[src/rtl/hcbd_pkg.sv]
package hcbd_pkg;

    localparam int SIZE_BITS = 32;

    localparam int PHASE_BITS = 3;
    localparam logic [PHASE_BITS-1:0] PH_LEAD   = 3'd0;
    localparam logic [PHASE_BITS-1:0] PH_DIGITS = 3'd1;
    localparam logic [PHASE_BITS-1:0] PH_EXT    = 3'd2;
    localparam logic [PHASE_BITS-1:0] PH_DATA   = 3'd3;
    localparam logic [PHASE_BITS-1:0] PH_SKIP   = 3'd4;
    localparam logic [PHASE_BITS-1:0] PH_TAIL   = 3'd5;
    localparam logic [PHASE_BITS-1:0] PH_LEFT   = 3'd6;

    localparam logic [1:0] KIND_PAYLOAD  = 2'd0;
    localparam logic [1:0] KIND_END      = 2'd1;
    localparam logic [1:0] KIND_LEFTOVER = 2'd2;

    localparam logic [7:0] CH_CR = 8'h0D;
    localparam logic [7:0] CH_LF = 8'h0A;

    localparam logic [1:0] SKIP_BYTES = 2'd2;

    // result queue
    localparam int QUEUE_DEPTH = 4;
    localparam int QPTR_BITS   = $clog2(QUEUE_DEPTH);
    localparam int QLVL_BITS   = $clog2(QUEUE_DEPTH + 1);

    typedef struct packed {
        logic [7:0] out_byte;
        logic [1:0] kind;
    } result_t;

    typedef struct packed {
        logic [1:0] count;
        result_t    first;
        result_t    second;
    } step_res_t;

    function automatic logic is_hex(input logic [7:0] b);
        is_hex = (b >= 8'h30 && b <= 8'h39) || (b >= 8'h61 && b <= 8'h66)
              || (b >= 8'h41 && b <= 8'h46);
    endfunction

    function automatic logic [3:0] hex_val(input logic [7:0] b);
        logic [7:0] v;
        v = 8'h00;
        if (b >= 8'h30 && b <= 8'h39)
        begin
            v = b - 8'h30;
        end
        else if (b >= 8'h61 && b <= 8'h66)
        begin
            v = b - 8'h57;
        end
        else if (b >= 8'h41 && b <= 8'h46)
        begin
            v = b - 8'h37;
        end
        hex_val = v[3:0];
    endfunction

    function automatic logic is_blank(input logic [7:0] b);
        is_blank = (b == 8'h20) || (b >= 8'h09 && b <= 8'h0D);
    endfunction

endpackage

[src/rtl/hcbd_if.sv]
interface hcbd_in_if;
    logic       valid;
    logic       ready;
    logic [7:0] byte_in;
    logic       new_message;

    modport source (output valid, output byte_in, output new_message, input ready);
    modport sink (input valid, input byte_in, input new_message, output ready);
endinterface

interface hcbd_out_if;
    logic       valid;
    logic       ready;
    logic [7:0] out_byte;
    logic [1:0] kind;

    modport source (output valid, output out_byte, output kind, input ready);
    modport sink (input valid, input out_byte, input kind, output ready);
endinterface

[src/rtl/hcbd_step.sv]
module hcbd_step
    import hcbd_pkg::*;
(
    input  logic            clk,
    input  logic            rst_n,
    input  logic            advance,
    input  logic [7:0]      byte_in,
    input  logic            new_message,
    output step_res_t       step_res
);

    logic [PHASE_BITS-1:0] phase_reg, phase_next;
    logic [SIZE_BITS-1:0]  chunk_reg, chunk_next;
    logic                  cr_reg, cr_next;
    logic [1:0]            skip_reg, skip_next;

    logic [PHASE_BITS-1:0] ph;
    logic [SIZE_BITS-1:0]  chunk;
    logic                  cr;
    logic [1:0]            skip;
    logic [1:0]            skip_dec;
    logic [SIZE_BITS-1:0]  chunk_acc;

    // new message restarts decoding on this byte
    assign ph    = new_message ? PH_LEAD : phase_reg;
    assign chunk = new_message ? '0 : chunk_reg;
    assign cr    = new_message ? 1'b0 : cr_reg;
    assign skip  = new_message ? 2'd0 : skip_reg;

    // shift in one hex digit, saturating at all ones
    assign chunk_acc = (chunk[SIZE_BITS-1 -: 4] != 4'd0) ? '1
                     : {chunk[SIZE_BITS-5:0], hex_val(byte_in)};
    assign skip_dec  = (skip != 2'd0) ? skip - 2'd1 : skip;

    always_comb
    begin
        phase_next = ph;
        chunk_next = chunk;
        cr_next    = cr;
        skip_next  = skip;
        step_res   = '0;
        case (ph)
            PH_LEAD, PH_DIGITS, PH_EXT:
            begin
                if (cr && byte_in == CH_LF)
                begin
                    cr_next = 1'b0;
                    if (chunk == '0)
                    begin
                        step_res.count = 2'd1;
                        step_res.first = '{out_byte: 8'h00, kind: KIND_END};
                        phase_next     = PH_TAIL;
                    end
                    else
                    begin
                        phase_next = PH_DATA;
                    end
                end
                else
                begin
                    cr_next = (byte_in == CH_CR);
                    if (ph == PH_LEAD)
                    begin
                        if (!is_blank(byte_in))
                        begin
                            if (is_hex(byte_in))
                            begin
                                phase_next = PH_DIGITS;
                                chunk_next = chunk_acc;
                            end
                            else
                            begin
                                phase_next = PH_EXT;
                            end
                        end
                    end
                    else if (ph == PH_DIGITS)
                    begin
                        if (is_hex(byte_in))
                        begin
                            chunk_next = chunk_acc;
                        end
                        else
                        begin
                            phase_next = PH_EXT;
                        end
                    end
                end
            end
            PH_DATA:
            begin
                step_res.count = 2'd1;
                step_res.first = '{out_byte: byte_in, kind: KIND_PAYLOAD};
                chunk_next     = chunk - 1'b1;
                if (chunk == {{(SIZE_BITS-1){1'b0}}, 1'b1})
                begin
                    phase_next = PH_SKIP;
                    skip_next  = SKIP_BYTES;
                end
            end
            PH_SKIP:
            begin
                skip_next = skip_dec;
                if (skip_dec == 2'd0)
                begin
                    phase_next = PH_LEAD;
                    chunk_next = '0;
                    cr_next    = 1'b0;
                end
            end
            PH_TAIL:
            begin
                if (cr)
                begin
                    cr_next    = 1'b0;
                    phase_next = PH_LEFT;
                    if (byte_in != CH_LF)
                    begin
                        step_res.count  = 2'd2;
                        step_res.first  = '{out_byte: CH_CR, kind: KIND_LEFTOVER};
                        step_res.second = '{out_byte: byte_in, kind: KIND_LEFTOVER};
                    end
                end
                else if (byte_in == CH_CR)
                begin
                    cr_next = 1'b1;
                end
                else
                begin
                    step_res.count = 2'd1;
                    step_res.first = '{out_byte: byte_in, kind: KIND_LEFTOVER};
                    phase_next     = PH_LEFT;
                end
            end
            default:
            begin
                phase_next     = PH_LEFT;
                step_res.count = 2'd1;
                step_res.first = '{out_byte: byte_in, kind: KIND_LEFTOVER};
            end
        endcase
    end

    always_ff @(posedge clk or negedge rst_n)
    begin
        if (!rst_n)
        begin
            phase_reg <= PH_LEAD;
            chunk_reg <= '0;
            cr_reg    <= 1'b0;
            skip_reg  <= 2'd0;
        end
        else if (advance)
        begin
            phase_reg <= phase_next;
            chunk_reg <= chunk_next;
            cr_reg    <= cr_next;
            skip_reg  <= skip_next;
        end
    end

endmodule

[src/rtl/hcbd_outq.sv]
module hcbd_outq
    import hcbd_pkg::*;
(
    input  logic                 clk,
    input  logic                 rst_n,
    input  logic                 push,
    input  step_res_t            step_res,
    input  logic                 pop,
    output result_t              head,
    output logic [QLVL_BITS-1:0] level
);

    result_t               entry_reg [QUEUE_DEPTH];
    logic [QPTR_BITS-1:0]  wr_ptr_reg, rd_ptr_reg;
    logic [QLVL_BITS-1:0]  level_reg;
    logic [1:0]            n_push;
    logic [QPTR_BITS-1:0]  wr_ptr_nxt1;

    assign n_push      = push ? step_res.count : 2'd0;
    assign wr_ptr_nxt1 = wr_ptr_reg + 1'b1;
    assign head        = entry_reg[rd_ptr_reg];
    assign level       = level_reg;

    always_ff @(posedge clk)
    begin
        if (n_push != 2'd0)
        begin
            entry_reg[wr_ptr_reg] <= step_res.first;
        end
        if (n_push == 2'd2)
        begin
            entry_reg[wr_ptr_nxt1] <= step_res.second;
        end
    end

    always_ff @(posedge clk or negedge rst_n)
    begin
        if (!rst_n)
        begin
            wr_ptr_reg <= '0;
            rd_ptr_reg <= '0;
            level_reg  <= '0;
        end
        else
        begin
            wr_ptr_reg <= wr_ptr_reg + QPTR_BITS'(n_push);
            rd_ptr_reg <= rd_ptr_reg + QPTR_BITS'(pop);
            level_reg  <= level_reg + QLVL_BITS'(n_push) - QLVL_BITS'(pop);
        end
    end

endmodule

[src/rtl/http_chunked_body_decoder_core.sv]
// chunked body decoder: strips the size lines and trailing CR LF of each chunk
// and passes the payload bytes on
//
// in_ch  : one body byte per transfer, with new_message set on the first byte
//          of a new body (it clears all decoder state before that byte)
// out_ch : one result per transfer: payload byte (kind 0), end of body marker
//          with zero byte (kind 1), or a byte after the body (kind 2)
//
// data path: a byte taken into the input register is decoded and written to
// the result queue, whose head drives out_ch
// throughput: one byte per cycle while the result queue has room for two
// results; a byte that gives two results (a CR that turns out not to begin
// CR LF after the end marker) sends them one at a time through the single
// output port of the four-entry result queue
//
// reset: decoder waits for a size line, input register and queue are empty
// receiver stall: results pile up in the queue; the decoder stops when fewer
// than two entries are free, and in_ch.ready drops once the input register
// holds a byte that cannot move on
module http_chunked_body_decoder_core
    import hcbd_pkg::*;
(
    input  logic      clk,
    input  logic      rst_n,
    hcbd_in_if.sink   in_ch,
    hcbd_out_if.source out_ch
);

    // input register
    logic       in_valid_reg;
    logic [7:0] in_byte_reg;
    logic       in_new_reg;

    logic                 advance;
    step_res_t            step_res;
    result_t              head;
    logic [QLVL_BITS-1:0] level;
    logic                 pop;

    // decode only when the queue can take the worst case of two results
    assign advance      = in_valid_reg && (level <= QLVL_BITS'(QUEUE_DEPTH - 2));
    assign in_ch.ready  = !in_valid_reg || advance;

    always_ff @(posedge clk or negedge rst_n)
    begin
        if (!rst_n)
        begin
            in_valid_reg <= 1'b0;
        end
        else if (in_ch.ready)
        begin
            in_valid_reg <= in_ch.valid;
        end
    end

    // payload held while the decoder is blocked
    always_ff @(posedge clk)
    begin
        if (in_ch.ready && in_ch.valid)
        begin
            in_byte_reg <= in_ch.byte_in;
            in_new_reg  <= in_ch.new_message;
        end
    end

    hcbd_step u_step (
        .clk         (clk),
        .rst_n       (rst_n),
        .advance     (advance),
        .byte_in     (in_byte_reg),
        .new_message (in_new_reg),
        .step_res    (step_res)
    );

    hcbd_outq u_outq (
        .clk      (clk),
        .rst_n    (rst_n),
        .push     (advance),
        .step_res (step_res),
        .pop      (pop),
        .head     (head),
        .level    (level)
    );

    assign pop             = out_ch.valid && out_ch.ready;
    assign out_ch.valid    = (level != '0);
    assign out_ch.out_byte = head.out_byte;
    assign out_ch.kind     = head.kind;

    // queue never overfills
    assert property (@(posedge clk) disable iff (!rst_n)
        level <= QLVL_BITS'(QUEUE_DEPTH))
        else $error("result queue overflow");

    // a blocked byte stays in the input register
    assert property (@(posedge clk) disable iff (!rst_n)
        (in_valid_reg && !advance) |=> (in_valid_reg && $stable(in_byte_reg)))
        else $error("blocked input byte lost");

    // every queued result carries a defined kind
    assert property (@(posedge clk) disable iff (!rst_n)
        out_ch.valid |-> (out_ch.kind == KIND_PAYLOAD || out_ch.kind == KIND_END
                          || out_ch.kind == KIND_LEFTOVER))
        else $error("bad result kind");

    // a decode step with a result always leaves something to send
    assert property (@(posedge clk) disable iff (!rst_n)
        (advance && step_res.count != 2'd0) |=> out_ch.valid)
        else $error("decoded result not queued");

endmodule

[src/flat_wrapper.sv]
// flat-port wrapper written by rule: the top's interface ports become plain ports
module http_chunked_body_decoder_core_flat import hcbd_pkg::*;
  (clk, rst_n, in_ch_valid, in_ch_byte_in, in_ch_new_message, in_ch_ready, out_ch_valid, out_ch_out_byte, out_ch_kind, out_ch_ready);
  hcbd_in_if in_ch_i ();
  hcbd_out_if out_ch_i ();
  input  logic clk;
  input  logic rst_n;
  input wire logic [$bits(in_ch_i.valid)-1:0] in_ch_valid;
  input wire logic [$bits(in_ch_i.byte_in)-1:0] in_ch_byte_in;
  input wire logic [$bits(in_ch_i.new_message)-1:0] in_ch_new_message;
  output wire logic [$bits(in_ch_i.ready)-1:0] in_ch_ready;
  output wire logic [$bits(out_ch_i.valid)-1:0] out_ch_valid;
  output wire logic [$bits(out_ch_i.out_byte)-1:0] out_ch_out_byte;
  output wire logic [$bits(out_ch_i.kind)-1:0] out_ch_kind;
  input wire logic [$bits(out_ch_i.ready)-1:0] out_ch_ready;
  assign in_ch_i.valid = in_ch_valid;
  assign in_ch_i.byte_in = in_ch_byte_in;
  assign in_ch_i.new_message = in_ch_new_message;
  assign in_ch_ready = in_ch_i.ready;
  assign out_ch_valid = out_ch_i.valid;
  assign out_ch_out_byte = out_ch_i.out_byte;
  assign out_ch_kind = out_ch_i.kind;
  assign out_ch_i.ready = out_ch_ready;
  http_chunked_body_decoder_core u_core (.clk(clk), .rst_n(rst_n), .in_ch(in_ch_i), .out_ch(out_ch_i));
endmodule
[config.mk]
export PLATFORM = sky130hd
export DESIGN_NAME = http_chunked_body_decoder_core_flat
export DESIGN_NICKNAME = d
export VERILOG_FILES = /design/src/rtl/hcbd_pkg.sv /design/src/rtl/hcbd_if.sv /design/src/rtl/hcbd_step.sv /design/src/rtl/hcbd_outq.sv /design/src/rtl/http_chunked_body_decoder_core.sv /design/src/flat_wrapper.sv
export SDC_FILE = /design/constraint.sdc
export NUM_CORES = 1
export LEC_CHECK = 0
export BUFFER_PORTS_ARGS = -buffer_cell sky130_fd_sc_hd__buf_4
export CAP_MARGIN = 40
export CORE_AREA = 2 2 102 104
export CTS_CLUSTER_DIAMETER = 100
export DETAILED_ROUTE_END_ITERATION = 10
export DIE_AREA = 0 0 104 106
export GPL_TIMING_DRIVEN = 1
export PLACE_DENSITY = 0.81
export SLEW_MARGIN = 10
export SYNTH_ARGS = -nofsm -noshare
export SYNTH_HDL_FRONTEND = slang
export SYNTH_SLANG_ARGS = --single-unit
[constraint.sdc]
create_clock -name clk -period 5.45 [get_ports clk]
set_clock_uncertainty 0.15 [all_clocks]
set_input_delay 1.3625 -clock clk [delete_from_list [all_inputs] [get_ports clk]]
set_output_delay 1.3625 -clock clk [all_outputs]
set_load 0.05 [all_outputs]
==> results.tsv <==
stage	metric	value	unit
pwr	clock group share of total power	12.6	%
synthesis	largest area contributor in the synthesized netlist	edfxtp_1	
critical_path	startpoint of the most critical register-to-register path	u_core.u_step.chunk_reg[6]	
placed_design	quantity of I/O buffers inserted on ports	24	
critical_path	required time at the worst-slack endpoint	5570	ps
placed_design	routability cong.	0.973	
sta	Final Slew Violations	0	
synthesis	sequential cell area fraction in the yosys report	41.1	%
final_layout	top library cells by usage in the layout, fill and taps aside	70 x nor2_1, 65 x o21ai_0, 57 x a21oi_1	
synthesis	number of enable flip-flop cells after synthesis	45	
final_layout	non-filler instance count after layout	835	
critical_path	worst setup slack for register-to-register paths	1870	ps
pwr	net switching share of the total power	52.1	%
sta	RSZ-0062 raised after global routing	false	
global_route	antenna violations before repair	0	
global_route	largest net degree at the start of global routing	48	
pwr	switching power of the nets	1900	uW
final_layout	max reg flops	40	
pwr	Power, Total	3650	uW
sta	shortest clock period the worst path allows after layout	3580	ps
sta	highest achievable clock rate	280	MHz
synthesis	share of synthesized registers carrying an async set or reset	48.4	%
critical_path	Critical Path End Type	flip-flop	
synthesis	cells taking the most area after synthesis	edfxtp_1 21%, dfrtp_1 18%, o21ai_0 5.2%, a21oi_1 4.5%, nor2_1 4.2%	
clock_tree	post-cts resize count	0	
synthesis	Syn Area/Cell	9.10	um^2
hold_path	worst hold path type	flip-flop to flip-flop	
clock_tree	CTS H-Tree Depth	3	
pwr	share of power burned in registers	32.4	%
drt	routed wirelength normalized by instance count	22.5	um
synthesis	top cell type's share of synthesized area	21.5	%
die	overall die width	104	um
pwr	worst IR drop on VDD	0.247	mV
final_layout	Layout area overhead	7.56	%
placed_design	dpl cells	819	
hold_path	launch point of the worst hold path	u_core.u_outq.entry_reg[1][0]	
run_status	status	finished, final reports clean	
clock_tree	CTS Buffer Depth	2	
die	effective utilization at floorplan	62.9	%
synthesis	post-synthesis net count	718	
run	count of maximum capacitance violations	0	
global_route	global routing usage summed across all routing layers	34.7	%
critical_path	type of origin of the critical path	flip-flop	
drt	DRT Pass-1 Iters	6	
clock_tree	TritonCTS sink count	95	
global_route	vias in the first global route	5753	
final_layout	commonest non-fill, non-tap cell in the layout	nor2_1	
die	Total Die Area	0.0110	mm^2
die	standard-cell rows	37	
critical_path	number of cells on the worst reg-to-reg path	12	
synthesis	commonest register cell after synthesis	dfrtp_1	
placed_design	DP Area	0.00658	mm^2
synthesis	Post-Syn Area	0.00629	mm^2
synthesis	synth unique cells	79	
sta	final setup violation count	0	
pwr	PwrDens	539	mW/mm^2
critical_path	Critical Path AT	3690	ps
clock_tree	hold-fix buffers at CTS	0	
hold_path	Hold Path Stages	2	
drt	Vias	5961	
die	core box area	0.0100	mm^2
clock_tree	number of clock buffers inserted by TritonCTS	9	
global_route	total overflow reported by the global router	0	
critical_path	start point of the critical path	u_core.u_step.chunk_reg[6]	
critical_path	Crit Reg-Reg Endpoint	u_core.u_outq.level[2]	
critical_path	critical path start-end classification	flip-flop to flip-flop	
critical_path	critical-path maximum fanout	11	
final_layout	fraction of layout cells with a size suffix above 1	13.4	%
sta	worst max-slew margin expressed relative to the limit	35.8	%
final_layout	number of diodes	0	
placed_design	detailed placer's ending HPWL	12.8	mm
clock_tree	post-CTS setup buffer count	0	
clock_tree	clock network latency to the later pin of the worst-skew pair	390	ps
drt	Total Routed Length	18.8	mm
drt	Initial DRC Count	708	
sta	Hold Violations, Final	0	
clock_tree	clock-pin transition on the worst setup and hold timing paths	100	ps
pwr	part of the total power dissipated in combinational logic	55.0	%
final_layout	fin nets	721	
die	I/O pin count	25	
synthesis	cells after synthesis	691	
final_layout	post-route standard cell area excluding fillers	0.00677	mm^2
drt	post-route antenna net violation count	0	
clock_tree	CTS root buf	clkbuf_8	
synthesis	count of synthesis-stage warnings from yosys	0	
pwr	LEAKAGE	0.00258	uW
sta	final clock period utilization by the worst path	65.6	%
drt	via-per-instance ratio	7.14	
sta	slew of the pin with the lowest slew margin	963	ps
sta	final setup TNS	0	ps
global_route	first-pass GRT wire length	29.9	mm
drt	Residual DRC	0	
die	die height	106	um
pwr	Internal Power	1750	uW
critical_path	capturing instance or port of the critical path	u_core.u_outq.level[2]	
clock_tree	TritonCTS clock tree	yes	
synthesis	FF+latch count, synth	95	
[synthesized netlist by cell type (4+ instances only)]
library cell and instances:
and3_1 7, mux4_2 10, buf_2 6, dfxtp_1 4, nand2_1 48, o211ai_1 14
nand3_1 16, o21ai_0 65, nor2_1 70, nor3_1 29, edfxtp_1 45, nor2b_1 5
nor4_1 14, inv_1 19, a31oi_1 7, and2_1 13, xnor2_1 7, o32a_1 4
clkbuf_1 39, o21ai_1 4, nand4_1 7, a21oi_1 57, or3_1 5, nand2b_1 6
dfrtp_1 46, a21o_1 7, xor2_1 5, o221ai_1 5, o2bb2ai_1 4, o31a_1 4
or2_2 5, o21a_1 4, ha_1 13, o31ai_1 16, a211o_1 5
[metrics by stage]
| step | setup slack (ps) | hold WS, ps | util, % |
|---|---|---|---|
| after floorplan | 2240 | 277 | - |
| after global placement | 1960 | 288 | 65.5 |
| after detailed placement | 1950 | 302 | 65.8 |
| after CTS | 1890 | 316 | 67.7 |
| after global routing | 1660 | 344 | 67.7 |
| final | 1870 | 319 | 67.7 |
[layout make-up]
| cell class | instances | area [um^2] |
|---|---|---|
| inverter | 20 | 75.1 |
| fill | 810 | 3230 |
| clock buffer | 9 | 124 |
| timing repair buffer | 41 | 310 |
| multi-input combinational | 527 | 3440 |
| tap | 136 | 170 |
| sequential | 95 | 2580 |
| clock inverter | 7 | 63.8 |
[kinds of logic after synthesis]
| kind of cell | share of synthesized area [%] |
|---|---|
| AO/OA/AOI/OAI | 25.2 |
| adder cells (fa/ha/maj) | 2.90 |
| XOR/XNOR | 1.67 |
| buffers and inverters | 4.45 |
| flip-flops | 41.1 |
| multiplexers | 4.26 |
| AND/OR/NAND/NOR | 20.4 |
[layer usage]
metal | GRT usage (%) | wire length [um] | vias up
met4 | 22.5 | 1180 | 0
met2 | 57.7 | 8830 | 418
li1 | - | - | 2633
met5 | 0 | 0 | -
met3 | 5.89 | 1840 | 110
met1 | 42.0 | 6920 | 2800
[power groups by stage]
stage	clock network (uW)	logic (uW)	registers (uW)
after CTS	461	1950	1170
after global placement	0	1900	1180
after detailed placement	0	1930	1190
after floorplan	0	1520	1020
final	458	2010	1180
after global routing	489	2140	1200
[worst min-delay path by stage]
| stage | end | slack, ps |
|---|---|---|
| floorplan | u_core.u_outq.entry_reg[1][0] | 280 |
| global placement | u_core.u_outq.entry_reg[1][0] | 290 |
| detailed placement | u_core.u_outq.entry_reg[1][0] | 300 |
| CTS | u_core.u_outq.entry_reg[1][0] | 320 |
| global route | u_core.u_outq.entry_reg[1][0] | 340 |
| finish | u_core.u_outq.entry_reg[1][0] | 320 |
[critical path: stages, from the launching register on]
cell and delay [ps]:
dfrtp_1 510, nor4_2 580, and4_1 390, and4_1 320
a41o_1 250, nand2_1 90, ha_1 290, inv_1 60
ha_1 130, inv_1 50, fa_1 370, xor2_1 160
xnor2_1 120
(Power assumes the default switching activity.)
